`src/rtl/gtp_pkg.sv`:
```
// Shared types, constants and tables for the go-to-point rotate-then-drive controller.
// Used by gtp_cordic, gtp_div and the top level; depends on nothing else.
package gtp_pkg;

    localparam int COORD_BITS   = 16;
    localparam int ANGLE_BITS   = 16;
    localparam int CORDIC_STEPS = 16;
    localparam int GUARD_BITS   = 8;

    // CORDIC datapath: wide enough for a 2^32 operand plus gain growth.
    localparam int CORD_W    = 36;
    localparam int STEP_BITS = $clog2(CORDIC_STEPS);

    // Divider: DIV_QB quotient bits, one per cycle.
    localparam int DEN_W        = 32;
    localparam int DIV_QB       = 18;
    localparam int NUM_W        = DEN_W + DIV_QB;
    localparam int DIV_CNT_BITS = $clog2(DIV_QB);

    localparam int CFG_IDX_W  = 3;
    localparam int CFG_DATA_W = 16;

    localparam logic [16:0] ONE_Q16     = 17'h10000;
    localparam logic [15:0] INV_GAIN    = 16'd39797;
    localparam logic [18:0] TWO_PI_Q16  = 19'd411775;

    typedef enum logic [CFG_IDX_W-1:0] {
        CFG_ROT_MAX   = 3'd0,
        CFG_ROT_MIN   = 3'd1,
        CFG_LIN_MAX   = 3'd2,
        CFG_LIN_MIN   = 3'd3,
        CFG_ALIGN_TOL = 3'd4,
        CFG_NEAR_DIST = 3'd5,
        CFG_ARRV_DIST = 3'd6
    } t_cfg_idx;

    typedef enum logic [1:0] {
        PH_STANDBY = 2'd0,
        PH_ROTATE  = 2'd1,
        PH_DRIVE   = 2'd2
    } t_phase;

    typedef enum logic [4:0] {
        ST_IDLE, ST_DECODE, ST_VEC, ST_ANG, ST_DIST, ST_RDIV, ST_PROG, ST_PQ,
        ST_CNUM, ST_CNUMW, ST_CDENW, ST_CDIV, ST_SPD1, ST_SPD2,
        ST_CORR1, ST_CORR2, ST_CORR3, ST_DONE
    } t_state;

    // atan(2^-i) as a fraction of a full turn, scaled by 2^32.
    function automatic logic [31:0] atan_turn(input logic [STEP_BITS-1:0] idx);
        logic [31:0] v;
        case (idx)
            4'd0:    v = 32'h20000000;
            4'd1:    v = 32'h12E4051E;
            4'd2:    v = 32'h09FB385B;
            4'd3:    v = 32'h051111D4;
            4'd4:    v = 32'h028B0D43;
            4'd5:    v = 32'h0145D7E1;
            4'd6:    v = 32'h00A2F61E;
            4'd7:    v = 32'h00517C55;
            4'd8:    v = 32'h0028BE53;
            4'd9:    v = 32'h00145F2F;
            4'd10:   v = 32'h000A2F98;
            4'd11:   v = 32'h000517CC;
            4'd12:   v = 32'h00028BE6;
            4'd13:   v = 32'h000145F3;
            4'd14:   v = 32'h0000A2FA;
            4'd15:   v = 32'h0000517D;
            default: v = 32'h0;
        endcase
        return v;
    endfunction

endpackage

```
`src/rtl/gtp_div.sv`:
```
// Restoring divider producing one quotient bit per cycle.
// The caller guarantees the top part of the numerator is below the denominator; uses gtp_pkg.
module gtp_div (
    input  logic                         i_clk,
    input  logic                         i_rst_n,
    input  logic                         i_start,
    input  logic [gtp_pkg::NUM_W-1:0]    i_numer,
    input  logic [gtp_pkg::DEN_W-1:0]    i_denom,
    output logic                         o_done,
    output logic [gtp_pkg::DIV_QB-1:0]   o_quot
);
    import gtp_pkg::*;

    logic [DEN_W-1:0]        r_rem, n_rem, r_den, n_den;
    logic [DIV_QB-1:0]       r_low, n_low;
    logic [DIV_CNT_BITS-1:0] r_cnt, n_cnt;
    logic                    r_busy, n_busy, r_done, n_done;
    logic [DEN_W:0]          trial;
    logic                    ge;

    always_comb begin
        trial  = {r_rem, r_low[DIV_QB-1]};
        ge     = trial >= {1'b0, r_den};
        n_rem  = r_rem;
        n_den  = r_den;
        n_low  = r_low;
        n_cnt  = r_cnt;
        n_busy = r_busy;
        n_done = 1'b0;
        if (i_start) begin
            n_rem  = i_numer[NUM_W-1:DIV_QB];
            n_low  = i_numer[DIV_QB-1:0];
            n_den  = i_denom;
            n_cnt  = '0;
            n_busy = 1'b1;
        end else if (r_busy) begin
            // Numerator bits shift out of the low word as quotient bits shift in.
            n_rem = ge ? DEN_W'(trial - {1'b0, r_den}) : trial[DEN_W-1:0];
            n_low = {r_low[DIV_QB-2:0], ge};
            n_cnt = r_cnt + 1'b1;
            if (r_cnt == DIV_CNT_BITS'(DIV_QB - 1)) begin
                n_busy = 1'b0;
                n_done = 1'b1;
            end
        end
    end

    always_ff @(posedge i_clk) begin
        if (!i_rst_n) begin
            r_busy <= 1'b0;
            r_done <= 1'b0;
            r_cnt  <= '0;
        end else begin
            r_busy <= n_busy;
            r_done <= n_done;
            r_cnt  <= n_cnt;
        end
        r_rem <= n_rem;
        r_den <= n_den;
        r_low <= n_low;
    end

    assign o_done = r_done;
    assign o_quot = r_low;

endmodule

```
`config.mk`:
```
export PLATFORM = sky130hd
export DESIGN_NAME = gtp_div
export DESIGN_NICKNAME = d
export VERILOG_FILES = /design/src/rtl/gtp_pkg.sv /design/src/rtl/gtp_div.sv
export SDC_FILE = /design/constraint.sdc
export NUM_CORES = 1
export LEC_CHECK = 0
export BUFFER_PORTS_ARGS = -buffer_cell sky130_fd_sc_hd__buf_2
export CAP_MARGIN = 20
export CORE_ASPECT_RATIO = 0.75
export CORE_MARGIN = 2
export CORE_UTILIZATION = 27
export CTS_BUF_LIST = sky130_fd_sc_hd__clkbuf_4 sky130_fd_sc_hd__clkbuf_8
export CTS_CLUSTER_DIAMETER = 80
export DETAILED_ROUTE_END_ITERATION = 7
export HOLD_SLACK_MARGIN = 0.06
export PLACE_DENSITY_LB_ADDON = 0.08
export SKIP_LAST_GASP = 1
export SYNTH_ARGS = -nofsm -noshare
export SYNTH_HDL_FRONTEND = slang
export SYNTH_SLANG_ARGS = --single-unit
```
`constraint.sdc`:
```
create_clock -name i_clk -period 3.7 [get_ports i_clk]
set_input_delay 0.555 -clock i_clk [delete_from_list [all_inputs] [get_ports i_clk]]
set_output_delay 0.555 -clock i_clk [all_outputs]
set_load 0.005 [all_outputs]
```
==> run_results.csv <==
group,metric,value,unit
synthesis,ys_async_sr_fraction,0,
critical_path,crit_fanout,4,
drt,viasPerCell,4.73,
cells_and_area,antenna_cells,0,
drt,drt_wl_total,15500,um
floorplanning,initial_core_util,0.276,
cts,clock-sinks,89,
power_and_ir_drop,ir_drop,0.223,mV
cts,cts_hold_buf,0,
critical_path,worstPathCellList,"inv_1 > ha_1 > inv_1 > fa_1 > a21oi_1 > o211ai_1 > o211ai_1 > a31oi_1 > a21oi_2 > o221ai_2 > and4_4 > a2111oi_2",
cells_and_area,finalNetCount,772,
sta,rsz0062_at_grt,"false",
sta,finalSetupViolCount,0,
synthesis,syn_inst,567,
critical_path,crit_path_end_kind,"register",
power_and_ir_drop,p_leak,2.83,nW
sta,finalMaxSlewViolations,0,
cells_and_area,fillCellCount,2271,
critical_path,crit_arrival,3.40,ns
drt,drtIter0Drc,261,
critical_path,critPathMaxStageDelay,0.40,ns
floorplanning,io_pins,104,
critical_path,worstSetupStartpointType,"register",
cts,root_buffer,"clkbuf_8",
placement,hpwlAfterDp,11500,um
critical_path,critPathKind,"register to register",
cts,cts-resized-gates,0,
drt,ant_nets,0,
floorplanning,die-area,22800,sq um
floorplanning,fp.dieH,131,um
cells_and_area,drive_gt1_frac,0.254,
cells_and_area,multiInputGateArea,2880,sq um
synthesis,synth_seq_area_share,0.445,
cells_and_area,fin_area,6770,sq um
synthesis,synth_edf_count,82,
sta,worstMarginPinSlew,0.712,ns
cells_and_area,layout.cells.most_common_list,"buf_2 (103), edfxtp_1 (82), a21oi_1 (54)",
critical_path,worst_path_dominant_cell_family,"compound AO/OA/AOI/OAI gates",
synthesis,netlist_area,5840,sq um
drt,drt-pass1-iter-count,4,
cells_and_area,final_cells,945,
placement,placed_cells,929,
drt,wl_per_cell,16.4,um
cts,clockBufferDepth,2,
global_routing,grt_pass1_vias,4629,
sta,fmax,313,MHz
synthesis,yosysUniqueCellTypes,68,
cells_and_area,synthToLayoutAreaGrowth,15.9,%
synthesis,synth-seq-cells,89,
cells_and_area,regArea,2600,sq um
sta,fin_worst_skew,0.0148,ns
critical_path,crit_required,3.90,ns
run,drv_cap,0,
worst_hold_path,worstHoldPathType,"primary input to register",
sta,slew_headroom,0.526,
cts,clkLatencyLatePin,0.39,ns
synthesis,yosys_most_used_dff,"edfxtp_1",
cts,post_cts_buffers,0,
power_and_ir_drop,finalPower,3.69,mW
sta,period_minus_slack,3.20,ns
cells_and_area,layout.cells.most_common,"buf_2",
placement,finalWeightedCongestion,0.830,
global_routing,grt_pass1_wl,25100,um
cts,cts-buffers-inserted,9,
cts,cts_tree,"built",
global_routing,gr-total-overflow,0,
power_and_ir_drop,p_per_area,545,nW/um^2
cts,h-tree-depth,3,
floorplanning,die_w,174,um
outcome,status,"finished, final reports clean",
drt,vias,4473,
placement,placed_area,6600,sq um
placement,io_buffer_count,103,
synthesis,avgSynthCellArea,10.3,sq um
floorplanning,fp.coreArea,21200,sq um
drt,drcViolationCount,0,
cts,clk_pin_slew_worst_paths,0.10,ns
synthesis,synthesis.nets,687,
synthesis,synth_warnings,0,
global_routing,grt_usage,0.140,
global_routing,grt_max_degree,51,
sta,hold_violations,0,
critical_path,crit_buf_inv,2,
sta,setup_tns,0,ns
global_routing,antenna_found_initial,0,
sta,period_share,0.864,
critical_path,cp_slowest_cell,"edfxtp_1",
floorplanning,rows,46,
## logic make-up after synthesis
family          share of synthesized area
buf+inv                            0.0623
compound gates                      0.179
simple gates                        0.112
mux                                0.0829
flops                               0.445
xor+xnor                           0.0420
fa+ha+maj                          0.0762
## routing by layer
metal  GRT usage  share of wire  up-vias
met2       0.205           0.43       88
met4      0.0401          0.014        0
li1            -              -     2249
met1       0.203           0.52     2125
met5           0              0        -
met3      0.0341          0.040       11
## path summary, 6_finish.rpt
path | depth (start not counted) | from | slack (ns) | endpoint
worst max register to register | 12 | o_quot[17] | 0.50 | r_rem[30]
worst min register to register | 2 | r_cnt[1] | 0.53 | r_cnt[1]
worst min-delay path | 1 | i_denom[2] | 0.33 | r_den[2]
worst max-delay path | 12 | o_quot[17] | 0.50 | r_rem[30]
## flip-flops by register name, indices dropped and copies added (netlist names)
signal,flops
o_done,1
r_busy,1
r_den,32
r_rem,32
o_quot,18
r_cnt,5
## synth_stat cells (all sizes together) (2+ instances only)
cell,number,area (sq um)
o21bai,5,48.8
nand2b,4,25.0
nand3,10,50.1
edfxtp,82,2460
a221o,2,20.0
nor2b,2,12.5
dfxtp,7,140
and4,4,40.0
a2bb2oi,2,17.5
o211ai,7,71.3
ha,34,425
inv,47,176
buf,21,138
xnor2,19,166
a2111oi,2,23.8
a21o,13,97.6
a21boi,4,30.0
a31oi,7,43.8
o21ai,25,125
clkbuf,13,50.0
nor4,4,25.0
nand2,29,111
nor2,51,191
mux2,19,214
a21oi,59,322
a211oi,9,85.1
nor3,10,50.1
xor2,9,78.8
mux2i,27,270
o21a,5,37.5
nand4,12,75.1
and3,3,18.8
and2,2,12.5
## worst register-to-register path, stage by stage (launching register included)
cell	delay, ns
edfxtp_1	0.40
inv_1	0.09
ha_1	0.17
inv_1	0.05
fa_1	0.39
a21oi_1	0.31
o211ai_1	0.13
o211ai_1	0.23
a31oi_1	0.23
a21oi_2	0.30
o221ai_2	0.18
and4_4	0.22
a2111oi_2	0.31
## final cells by class
class,instances,area share
clock inverter,6,0.00665
sequential,89,0.384
tap,288,0.0532
inverter,47,0.0260
multi-input combinational,397,0.425
timing repair buffer,108,0.0853
clock buffer,10,0.0194
## where the power goes
part           total, mW  leakage (nW)  internal [mW]  switching [mW]
Clock              0.642        0.0936          0.254           0.388
Sequential          1.36         0.867           1.29          0.0757
Combinational       1.69          1.87          0.709           0.978
## stage by stage
stage / hold WS (ns) / worst slack (ns) / util
global placement: 0.501 / 0.424 / 0.311
global route: 0.292 / 0.278 / 0.320
finish: 0.332 / 0.502 / 0.320
detailed placement: 0.509 / 0.491 / 0.311
floorplan: 0.479 / 0.561 / -
CTS: 0.293 / 0.469 / 0.320
No activity file was read; power rests on OpenSTA's default activity.
