## config.mk

```make
export PLATFORM = sky130hd
export DESIGN_NAME = gtp_cordic
export DESIGN_NICKNAME = d
export VERILOG_FILES = /design/src/rtl/gtp_pkg.sv /design/src/rtl/gtp_cordic.sv
export SDC_FILE = /design/constraint.sdc
export NUM_CORES = 1
export LEC_CHECK = 0
export BUFFER_PORTS_ARGS = -buffer_cell sky130_fd_sc_hd__clkbuf_2
export CORE_MARGIN = 2
export CORE_UTILIZATION = 60
export CTS_CLUSTER_SIZE = 20
export DETAILED_ROUTE_END_ITERATION = 6
export PLACE_DENSITY = 0.88
export SKIP_CTS_REPAIR_TIMING = 1
export SYNTH_ARGS = -nofsm -noshare
export SYNTH_HDL_FRONTEND = slang
export SYNTH_SLANG_ARGS = --single-unit
```

## constraint.sdc

```tcl
create_clock -name i_clk -period 6.5 [get_ports i_clk]
set_clock_uncertainty 0.2 [all_clocks]
set_input_delay 0.325 -clock i_clk [delete_from_list [all_inputs] [get_ports i_clk]]
set_output_delay 0.325 -clock i_clk [all_outputs]
set_load 0.005 [all_outputs]
```

## src/rtl/gtp_pkg.sv

```systemverilog
// Shared types, constants and tables for the go-to-point rotate-then-drive controller.
// Used by gtp_cordic, gtp_div and the top level; depends on nothing else.
package gtp_pkg;

    localparam int COORD_BITS   = 16;
    localparam int ANGLE_BITS   = 16;
    localparam int CORDIC_STEPS = 16;
    localparam int GUARD_BITS   = 8;

    // CORDIC datapath: wide enough for a 2^32 operand plus gain growth.
    localparam int CORD_W    = 36;
    localparam int STEP_BITS = $clog2(CORDIC_STEPS);

    // Divider: DIV_QB quotient bits, one per cycle.
    localparam int DEN_W        = 32;
    localparam int DIV_QB       = 18;
    localparam int NUM_W        = DEN_W + DIV_QB;
    localparam int DIV_CNT_BITS = $clog2(DIV_QB);

    localparam int CFG_IDX_W  = 3;
    localparam int CFG_DATA_W = 16;

    localparam logic [16:0] ONE_Q16     = 17'h10000;
    localparam logic [15:0] INV_GAIN    = 16'd39797;
    localparam logic [18:0] TWO_PI_Q16  = 19'd411775;

    typedef enum logic [CFG_IDX_W-1:0] {
        CFG_ROT_MAX   = 3'd0,
        CFG_ROT_MIN   = 3'd1,
        CFG_LIN_MAX   = 3'd2,
        CFG_LIN_MIN   = 3'd3,
        CFG_ALIGN_TOL = 3'd4,
        CFG_NEAR_DIST = 3'd5,
        CFG_ARRV_DIST = 3'd6
    } t_cfg_idx;

    typedef enum logic [1:0] {
        PH_STANDBY = 2'd0,
        PH_ROTATE  = 2'd1,
        PH_DRIVE   = 2'd2
    } t_phase;

    typedef enum logic [4:0] {
        ST_IDLE, ST_DECODE, ST_VEC, ST_ANG, ST_DIST, ST_RDIV, ST_PROG, ST_PQ,
        ST_CNUM, ST_CNUMW, ST_CDENW, ST_CDIV, ST_SPD1, ST_SPD2,
        ST_CORR1, ST_CORR2, ST_CORR3, ST_DONE
    } t_state;

    // atan(2^-i) as a fraction of a full turn, scaled by 2^32.
    function automatic logic [31:0] atan_turn(input logic [STEP_BITS-1:0] idx);
        logic [31:0] v;
        case (idx)
            4'd0:    v = 32'h20000000;
            4'd1:    v = 32'h12E4051E;
            4'd2:    v = 32'h09FB385B;
            4'd3:    v = 32'h051111D4;
            4'd4:    v = 32'h028B0D43;
            4'd5:    v = 32'h0145D7E1;
            4'd6:    v = 32'h00A2F61E;
            4'd7:    v = 32'h00517C55;
            4'd8:    v = 32'h0028BE53;
            4'd9:    v = 32'h00145F2F;
            4'd10:   v = 32'h000A2F98;
            4'd11:   v = 32'h000517CC;
            4'd12:   v = 32'h00028BE6;
            4'd13:   v = 32'h000145F3;
            4'd14:   v = 32'h0000A2FA;
            4'd15:   v = 32'h0000517D;
            default: v = 32'h0;
        endcase
        return v;
    endfunction

endpackage

```

## src/rtl/gtp_cordic.sv

```systemverilog
// Iterative CORDIC in vectoring mode: one micro-rotation per cycle.
// Returns the angle in 2^-32 turns and the gain-scaled magnitude; uses gtp_pkg.
module gtp_cordic (
    input  logic                              i_clk,
    input  logic                              i_rst_n,
    input  logic                              i_start,
    input  logic signed [gtp_pkg::CORD_W-1:0] i_x,
    input  logic signed [gtp_pkg::CORD_W-1:0] i_y,
    output logic                              o_done,
    output logic [31:0]                       o_z,
    output logic signed [gtp_pkg::CORD_W-1:0] o_mag
);
    import gtp_pkg::*;

    logic signed [CORD_W-1:0] r_x, r_y, n_x, n_y, sx, sy;
    logic [31:0]              r_z, n_z;
    logic [STEP_BITS-1:0]     r_cnt, n_cnt;
    logic                     r_busy, n_busy, r_done, n_done;

    always_comb begin
        sx     = r_x >>> r_cnt;
        sy     = r_y >>> r_cnt;
        n_x    = r_x;
        n_y    = r_y;
        n_z    = r_z;
        n_cnt  = r_cnt;
        n_busy = r_busy;
        n_done = 1'b0;
        if (i_start) begin
            n_cnt = '0;
            if (i_x == '0 && i_y == '0) begin
                n_x    = '0;
                n_y    = '0;
                n_z    = '0;
                n_busy = 1'b0;
                n_done = 1'b1;
            end else if (i_x[CORD_W-1]) begin
                // Fold the left half plane over by a half turn.
                n_x    = -i_x;
                n_y    = -i_y;
                n_z    = 32'h80000000;
                n_busy = 1'b1;
            end else begin
                n_x    = i_x;
                n_y    = i_y;
                n_z    = '0;
                n_busy = 1'b1;
            end
        end else if (r_busy) begin
            if (!r_y[CORD_W-1] && r_y != '0) begin
                n_x = r_x + sy;
                n_y = r_y - sx;
                n_z = r_z + atan_turn(r_cnt);
            end else begin
                n_x = r_x - sy;
                n_y = r_y + sx;
                n_z = r_z - atan_turn(r_cnt);
            end
            n_cnt = r_cnt + 1'b1;
            if (r_cnt == STEP_BITS'(CORDIC_STEPS - 1)) begin
                n_busy = 1'b0;
                n_done = 1'b1;
            end
        end
    end

    always_ff @(posedge i_clk) begin
        if (!i_rst_n) begin
            r_busy <= 1'b0;
            r_done <= 1'b0;
            r_cnt  <= '0;
        end else begin
            r_busy <= n_busy;
            r_done <= n_done;
            r_cnt  <= n_cnt;
        end
        r_x <= n_x;
        r_y <= n_y;
        r_z <= n_z;
    end

    assign o_done = r_done;
    assign o_z    = r_z;
    assign o_mag  = r_x;

endmodule

```

==> results.sh, run 1 <==
export IMPL_status="completed"
export IMPL_yosys_area_share_simple=0.156
export IMPL_finalNonFillerCells=2558
export IMPL_synth_xor_area_frac=0.125
export IMPL_worstSkewPairLatency_ns=0.46
export IMPL_drv_slew=0
export IMPL_holdPathEnd="o_mag[0]"
export IMPL_cpPeakStageDelay_ns=0.58
export IMPL_layout_drive_gt1_share=0.169
export IMPL_core_area_mm2=0.0289
export IMPL_hold_path_class="in2reg"
export IMPL_setup_violations=0
export IMPL_finalPower_mw=12.5
export IMPL_ios=144
export IMPL_routabilityCongestion=1.01
export IMPL_start_kind="flop"
export IMPL_final_hold_viol_count=0
export IMPL_fin_crit_sh=0.957
export IMPL_grt_overflow=0
export IMPL_grtUsageTotal=0.357
export IMPL_die_h_um=176
export IMPL_wl_per_cell_um=21.9
export IMPL_cts_clk_slew_worst_paths_ns=0.08
export IMPL_synth_top_area_cell="edfxtp_1"
export IMPL_syn_area_per_cell_um2=8.60
export IMPL_synthFlopType="edfxtp_1"
export IMPL_vias=17500
export IMPL_holdWs_ns=0.0547
export IMPL_fmax_mhz=161
export IMPL_crit_required_ns=6.51
export IMPL_layout_commonest_cell="nand2_1"
export IMPL_syn_area_mm2=0.0177
export IMPL_start_util=0.613
export IMPL_first_iter_violations=1971
export IMPL_rsz0062_at_grt="no"
export IMPL_min_period_ns=6.22
export IMPL_synth_top_family_by_area="compound AO/OA/AOI/OAI gates"
export IMPL_grt_pass1_wl_mm=88.6
export IMPL_final_cell_mix="nand2_1, a21oi_1, nor2_1"
export IMPL_synthAdderAreaFrac=0.0841
export IMPL_synth_seq_cells=140
export IMPL_diodes=0
export IMPL_ys_warn_count=0
export IMPL_cts_buffers=17
export IMPL_worst_setup_path_type="reg2reg"
export IMPL_cts_sinks=140
export IMPL_synth_top_area_frac=0.177
export IMPL_postSynthCellCount=2056
export IMPL_die_x_um=176
export IMPL_rr_startpoint="r_cnt[1]"
export IMPL_hold_path_depth=2
export IMPL_worstMarginPinSlew_ns=1.02
export IMPL_rows=62
export IMPL_vdd_drop_max_uv=319
export IMPL_wirelength_mm=55.9
export IMPL_dp_cells=2519
export IMPL_cts_root_buf="clkbuf_16"
export IMPL_dp_final_hpwl_mm=41.3
export IMPL_fin_setup_tns_ns=0
export IMPL_drc=0
export IMPL_num_nets_final=2353
export IMPL_cp_max_fo=29
export IMPL_synthToLayoutAreaGrowth_pct=10.2
export IMPL_synth_net_count=2248
export IMPL_cts_tree="done"
export IMPL_synth_yosys_seq_area_share=0.217
export IMPL_postRouteAntennaNets=0
export IMPL_synth_compound_area_frac=0.229
export IMPL_port_buffers=143
export IMPL_slew_headroom=0.320
export IMPL_cp_cell_sequence="buf_8 > mux4_2 > mux2i_1 > mux2i_1 > a2111oi_2 > nand2_1 > or2_2 > nor2_1 > nor2_1 > xor2_1 > ha_1 > nand4_1 > inv_1 > a221o_1 > a22o_1 > a21o_1 > o211ai_1 > a21boi_0 > o21ai_0 > nand3b_1 > a32o_1"
export IMPL_grt_start_max_net_pins=72
export IMPL_cts_buffer_depth=2
export IMPL_cts_htree_levels=4
export IMPL_async_flop_share=0
export IMPL_critPathArrivalTime_ns=6.23
export IMPL_worstRegToRegCells=21
export IMPL_power_density_mw_per_mm2=641
export IMPL_yosysUniqueCellTypes=84
export IMPL_worst_r2r_setup_slack_ns=0.28
export IMPL_antenna_found_initial=1
export IMPL_cp_slowest_cell="mux4_2"
export IMPL_design_die_area_mm2=0.0309
export IMPL_viasPerCell=6.83
export IMPL_power_leakage_nw=8.01
export IMPL_yosys_top_cells_area="edfxtp_1, mux4_2, ha_1"
export IMPL_synthMuxAreaShare=0.146
export IMPL_synth_edf_count=104
export IMPL_regToRegEndpoint="r_y[31]"
export IMPL_crit_path_end_kind="flop"
export IMPL_first_global_vias=17000
export IMPL_hp_start="i_x[0]"
export IMPL_first_pass_iters=7
export IMPL_drv_cap=0
[logic make-up (layout without fill, tap and decap cells)]
logic type / after synthesis / count (layout)
buf+inv: 171 / 289
fa+ha+maj: 117 / 117
flops: 140 / 140
xor+xnor: 251 / 251
compound gates: 634 / 634
simple gates: 575 / 575
mux: 168 / 168
[metal layers]
metal | vias up | GRT usage | wire, um
met3 | 254 | 0.0578 | 4600
met5 | - | 0 | 0
li1 | 7988 | - | -
met1 | 8259 | 0.443 | 21700
met4 | 0 | 0.174 | 3040
met2 | 982 | 0.607 | 26600
[worst max-delay path: cells and delay by family (launching register included)]
kind | cells | cell delay (ns)
AO/OA/AOI/OAI | 8 | 2.16
multiplexers | 3 | 1.19
AND/OR/NAND/NOR | 6 | 1.02
flip-flops | 1 | 0.48
adder cells (fa/ha/maj) | 1 | 0.37
buffers and inverters | 2 | 0.34
XOR/XNOR | 1 | 0.17
[area by class of cell]
type,instances,area (um^2)
flip-flops and latches,140,3860
clock buffers,17,425
clock inverters,15,193
well taps,384,480
inverters,67,251
multi-input cells,1745,13100
fillers,2319,9370
repair buffers,190,1140
[cell usage after synthesis, types with 26 or more instances]
master,count
nor2_1,154
ha_1,114
mux2i_1,67
xor2_1,141
edfxtp_1,104
mux4_2,69
dfxtp_1,36
a21o_1,50
o21ai_0,138
inv_1,65
nand3_1,30
clkbuf_1,58
a21oi_1,157
xnor2_1,109
o31ai_1,28
mux2_2,32
nor3_1,31
nand2_1,185
o21a_1,26
o22ai_1,63
[stage by stage]
step / worst slack [ns] / cell area, um^2 / util
4_1_cts: 0.0911 / 19400 / 0.672
3_3_place_gp: 0.274 / 18800 / 0.650
6_report: 0.283 / 19500 / 0.675
3_5_place_dp: 0.117 / 18800 / 0.650
5_1_grt: 0.0187 / 19500 / 0.675
2_1_floorplan: 0.580 / 17700 / -
[power by group]
group | internal [mW] | switching (mW) | total, mW
combinational | 4.11 | 5.15 | 9.26
clock | 0.525 | 0.530 | 1.05
sequential | 1.52 | 0.656 | 2.17
[worst max path at each step]
| stage | startpoint | to | slack (ns) | cells past startpoint |
|---|---|---|---|---|
| 2_1_floorplan | r_cnt[0] | r_y[31] | 0.58 | 27 |
| 3_3_place_gp | r_cnt[1] | o_mag[23] | 0.27 | 19 |
| 3_5_place_dp | r_cnt[1] | r_y[31] | 0.12 | 21 |
| 4_1_cts | r_cnt[1] | r_y[31] | 0.09 | 21 |
| 5_1_grt | r_y[11] | o_mag[23] | 0.02 | 23 |
| 6_report | r_cnt[1] | r_y[31] | 0.28 | 21 |
(Power assumes the default switching activity.)
==> run 2: changes to the inputs <==
Settings changed: ABC_AREA set to 1.
==> run 2 against run 1 <==
  * The run now ends with negative hold slack left
  * Core utilization shrank 2.3 points
  * Total power grew 2.9%
  * Register-to-register slack gained 0.59 ns
  * Worst hold slack lost 0.061 ns
  * Critical path type unchanged
==> results.sh, run 2 <==
export IMPL_drc=0
export IMPL_yosys_top_cells_area="edfxtp_1, nand2_1, nand3_1"
export IMPL_core_area_mm2=0.0313
export IMPL_drv_cap=0
export IMPL_synth_compound_area_frac=0.164
export IMPL_intPower_mw=5.39
export IMPL_final_util=0.652
export IMPL_layout_commonest_cell="nand2_1"
export IMPL_place_ws_ns=1.12
export IMPL_synthToLayoutAreaGrowth_pct=7.68
export IMPL_min_period_ns=5.63
export IMPL_fin_ws_ns=0.870
export IMPL_final_hold_viol_count=2
export IMPL_cpPeakStageDelay_ns=0.60
export IMPL_power_frac_clock=0.082
export IMPL_grt_pass1_wl_mm=105
export IMPL_fin_crit_sh=0.866
export IMPL_top_usage_layer="met2"
export IMPL_cts_clk_slew_worst_paths_ns=0.07
export IMPL_synth_net_count=3280
export IMPL_status="complete, but fails checks"
export IMPL_cts_tree="done"
export IMPL_cp_slowest_cell="dfxtp_2"
export IMPL_worst_setup_path_type="reg2reg"
export IMPL_postRouteAntennaNets=0
export IMPL_cp_max_fo=54
export IMPL_combinationalPowerShare=0.758
export IMPL_cts_buffers=17
export IMPL_power_leakage_nw=9.72
export IMPL_rsz0062_at_grt="no"
export IMPL_synth_xor_area_frac=0.0734
export IMPL_gr_usage_met1=0.544
export IMPL_first_iter_violations=2794
export IMPL_synthAdderAreaFrac=0.0784
export IMPL_finalPower_mw=12.9
export IMPL_start_util=0.606
export IMPL_wirelength_mm=66.3
export IMPL_wl_per_cell_um=18.5
export IMPL_synth_yosys_seq_area_share=0.203
export IMPL_vdd_drop_max_uv=268
export IMPL_async_flop_share=0
export IMPL_fin_setup_tns_ns=0
export IMPL_fmax_mhz=178
export IMPL_synth_top_family_by_area="simple AND/OR/NAND/NOR gates"
export IMPL_antenna_found_initial=0
export IMPL_postSynthCellCount=3088
export IMPL_synth_most_common_cell="nand2_1"
export IMPL_final_cell_mix="nand2_1, nand3_1, nor2_1"
export IMPL_violations="negative hold slack"
export IMPL_drv_slew=0
export IMPL_ys_top_cells_by_count="nand2_1, nand3_1, nor2_1, inv_1, o21ai_0"
export IMPL_syn_area_per_cell_um2=6.14
export IMPL_layout_drive_gt1_share=0.0954
export IMPL_finalNonFillerCells=3578
export IMPL_grt_overflow=0
export IMPL_critPathArrivalTime_ns=5.61
export IMPL_rows=65
export IMPL_grtUsageMet3=0.0734
export IMPL_port_buffers=143
export IMPL_vias=22100
export IMPL_die_h_um=182
export IMPL_yosys_area_share_simple=0.395
export IMPL_cts_sinks=140
export IMPL_ios=144
export IMPL_design_die_area_mm2=0.0331
export IMPL_switching_power_mw=7.46
export IMPL_grt_start_max_net_pins=71
export IMPL_crit_path_end_kind="flop"
export IMPL_start_kind="flop"
export IMPL_die_x_um=182
export IMPL_num_nets_final=3355
export IMPL_hold_path_class="in2reg"
export IMPL_cts_buffer_depth=2
export IMPL_worstSkewPairLatency_ns=0.46
export IMPL_synthMuxAreaShare=0.00106
export IMPL_swShare=0.581
export IMPL_p_seq_frac=0.160
export IMPL_synthFlopType="edfxtp_1"
export IMPL_slew_headroom=0.307
export IMPL_nFillCells=2947
export IMPL_diodes=0
export IMPL_routabilityCongestion=1.01
export IMPL_crit_top_cell="nand2_1"
export IMPL_dp_final_hpwl_mm=51.8
export IMPL_cts_htree_levels=4
export IMPL_synth_top_area_cell="edfxtp_1"
export IMPL_synth_top_area_frac=0.165
export IMPL_ys_warn_count=0
export IMPL_grt_util_met2=0.598
export IMPL_cts_root_buf="clkbuf_16"
export IMPL_synth_edf_count=104
export IMPL_yosysUniqueCellTypes=60
export IMPL_power_density_mw_per_mm2=629
export IMPL_worstMarginPinSlew_ns=1.04
export IMPL_crit_required_ns=6.48
export IMPL_synth_seq_cells=140
export IMPL_syn_area_mm2=0.0190
export IMPL_first_global_vias=19900
export IMPL_viasPerCell=6.17
export IMPL_setup_violations=0
export IMPL_first_pass_iters=6
export IMPL_dp_cells=3546
export IMPL_holdWs_ns=-0.00658
export IMPL_grtUsageTotal=0.395
-- run 2: changes by cell type in the layout (fill, tap and decap cells not counted), moves of 23 or more --
cell	change
a21o_1	-41
a21oi_1	+44
inv_1	+210
mux2_2	-32
mux2i_1	-64
mux4_2	-69
nand2_1	+581
nand2_2	+23
nand3_1	+420
nor2_1	+148
o21ai_0	+97
o22ai_1	-55
xnor2_1	-47
xor2_1	-44
-- run 2: logic make-up after synthesis --
logic type      Yosys count
compound gates          566
xor+xnor                159
fa+ha+maj               117
buf+inv                 395
flops                   140
mux                       2
simple gates           1709
-- run 2: final cells by class --
type	count	area [um^2]	area share
Multi-Input combinational cell	2553	13500	0.661
Sequential cell	140	3850	0.188
Inverter	289	1090	0.0535
Timing Repair Buffer	162	858	0.0420
Tap cell	402	503	0.0246
Clock buffer	17	425	0.0208
Clock inverter	15	189	0.00925
-- run 2: critical path: cells and delay by family, from the launching register on --
family	cells	cell delay [ns]
buffers and inverters	4	0.80
AOI/OAI and AO/OA	5	1.02
xor gates and xnor gates	1	0.18
adders and majority gates	2	0.50
and+or+nand+nor	17	2.03
DFF	1	0.60
-- run 2: power groups by stage --
| stage | clock network, mW | registers (mW) | logic (mW) |
|---|---|---|---|
| detailed placement | 0 | 2.05 | 9.39 |
| floorplan | 0 | 1.76 | 7.07 |
| finish | 1.05 | 2.06 | 9.75 |
| global placement | 0 | 2.04 | 9.27 |
| CTS | 1.05 | 2.03 | 9.47 |
| global route | 1.08 | 2.06 | 10.9 |
-- run 2: final timing paths --
| check | start | to | slack (ns) | cells past startpoint |
|---|---|---|---|---|
| hold / removal | i_rst_n | r_busy | -0.007 | 3 |
| setup / recovery | r_cnt[0] | r_y[26] | 0.87 | 29 |
| setup reg to reg | r_cnt[0] | r_y[26] | 0.87 | 29 |
| hold reg to reg | r_busy | r_busy | 0.37 | 2 |
-- run 2: stage by stage --
step,hold slack (ns),instance area [um^2]
floorplan,0.287,19000
global placement,0.344,19800
detailed placement,0.356,19800
CTS,-0.00970,20400
global route,0.00547,20400
finish,-0.00658,20400
-- run 2: layer usage --
layer,part of all wire,routed length (um)
met5,0,0
met4,0.049,3220
met3,0.10,6910
met2,0.43,28300
met1,0.42,27900
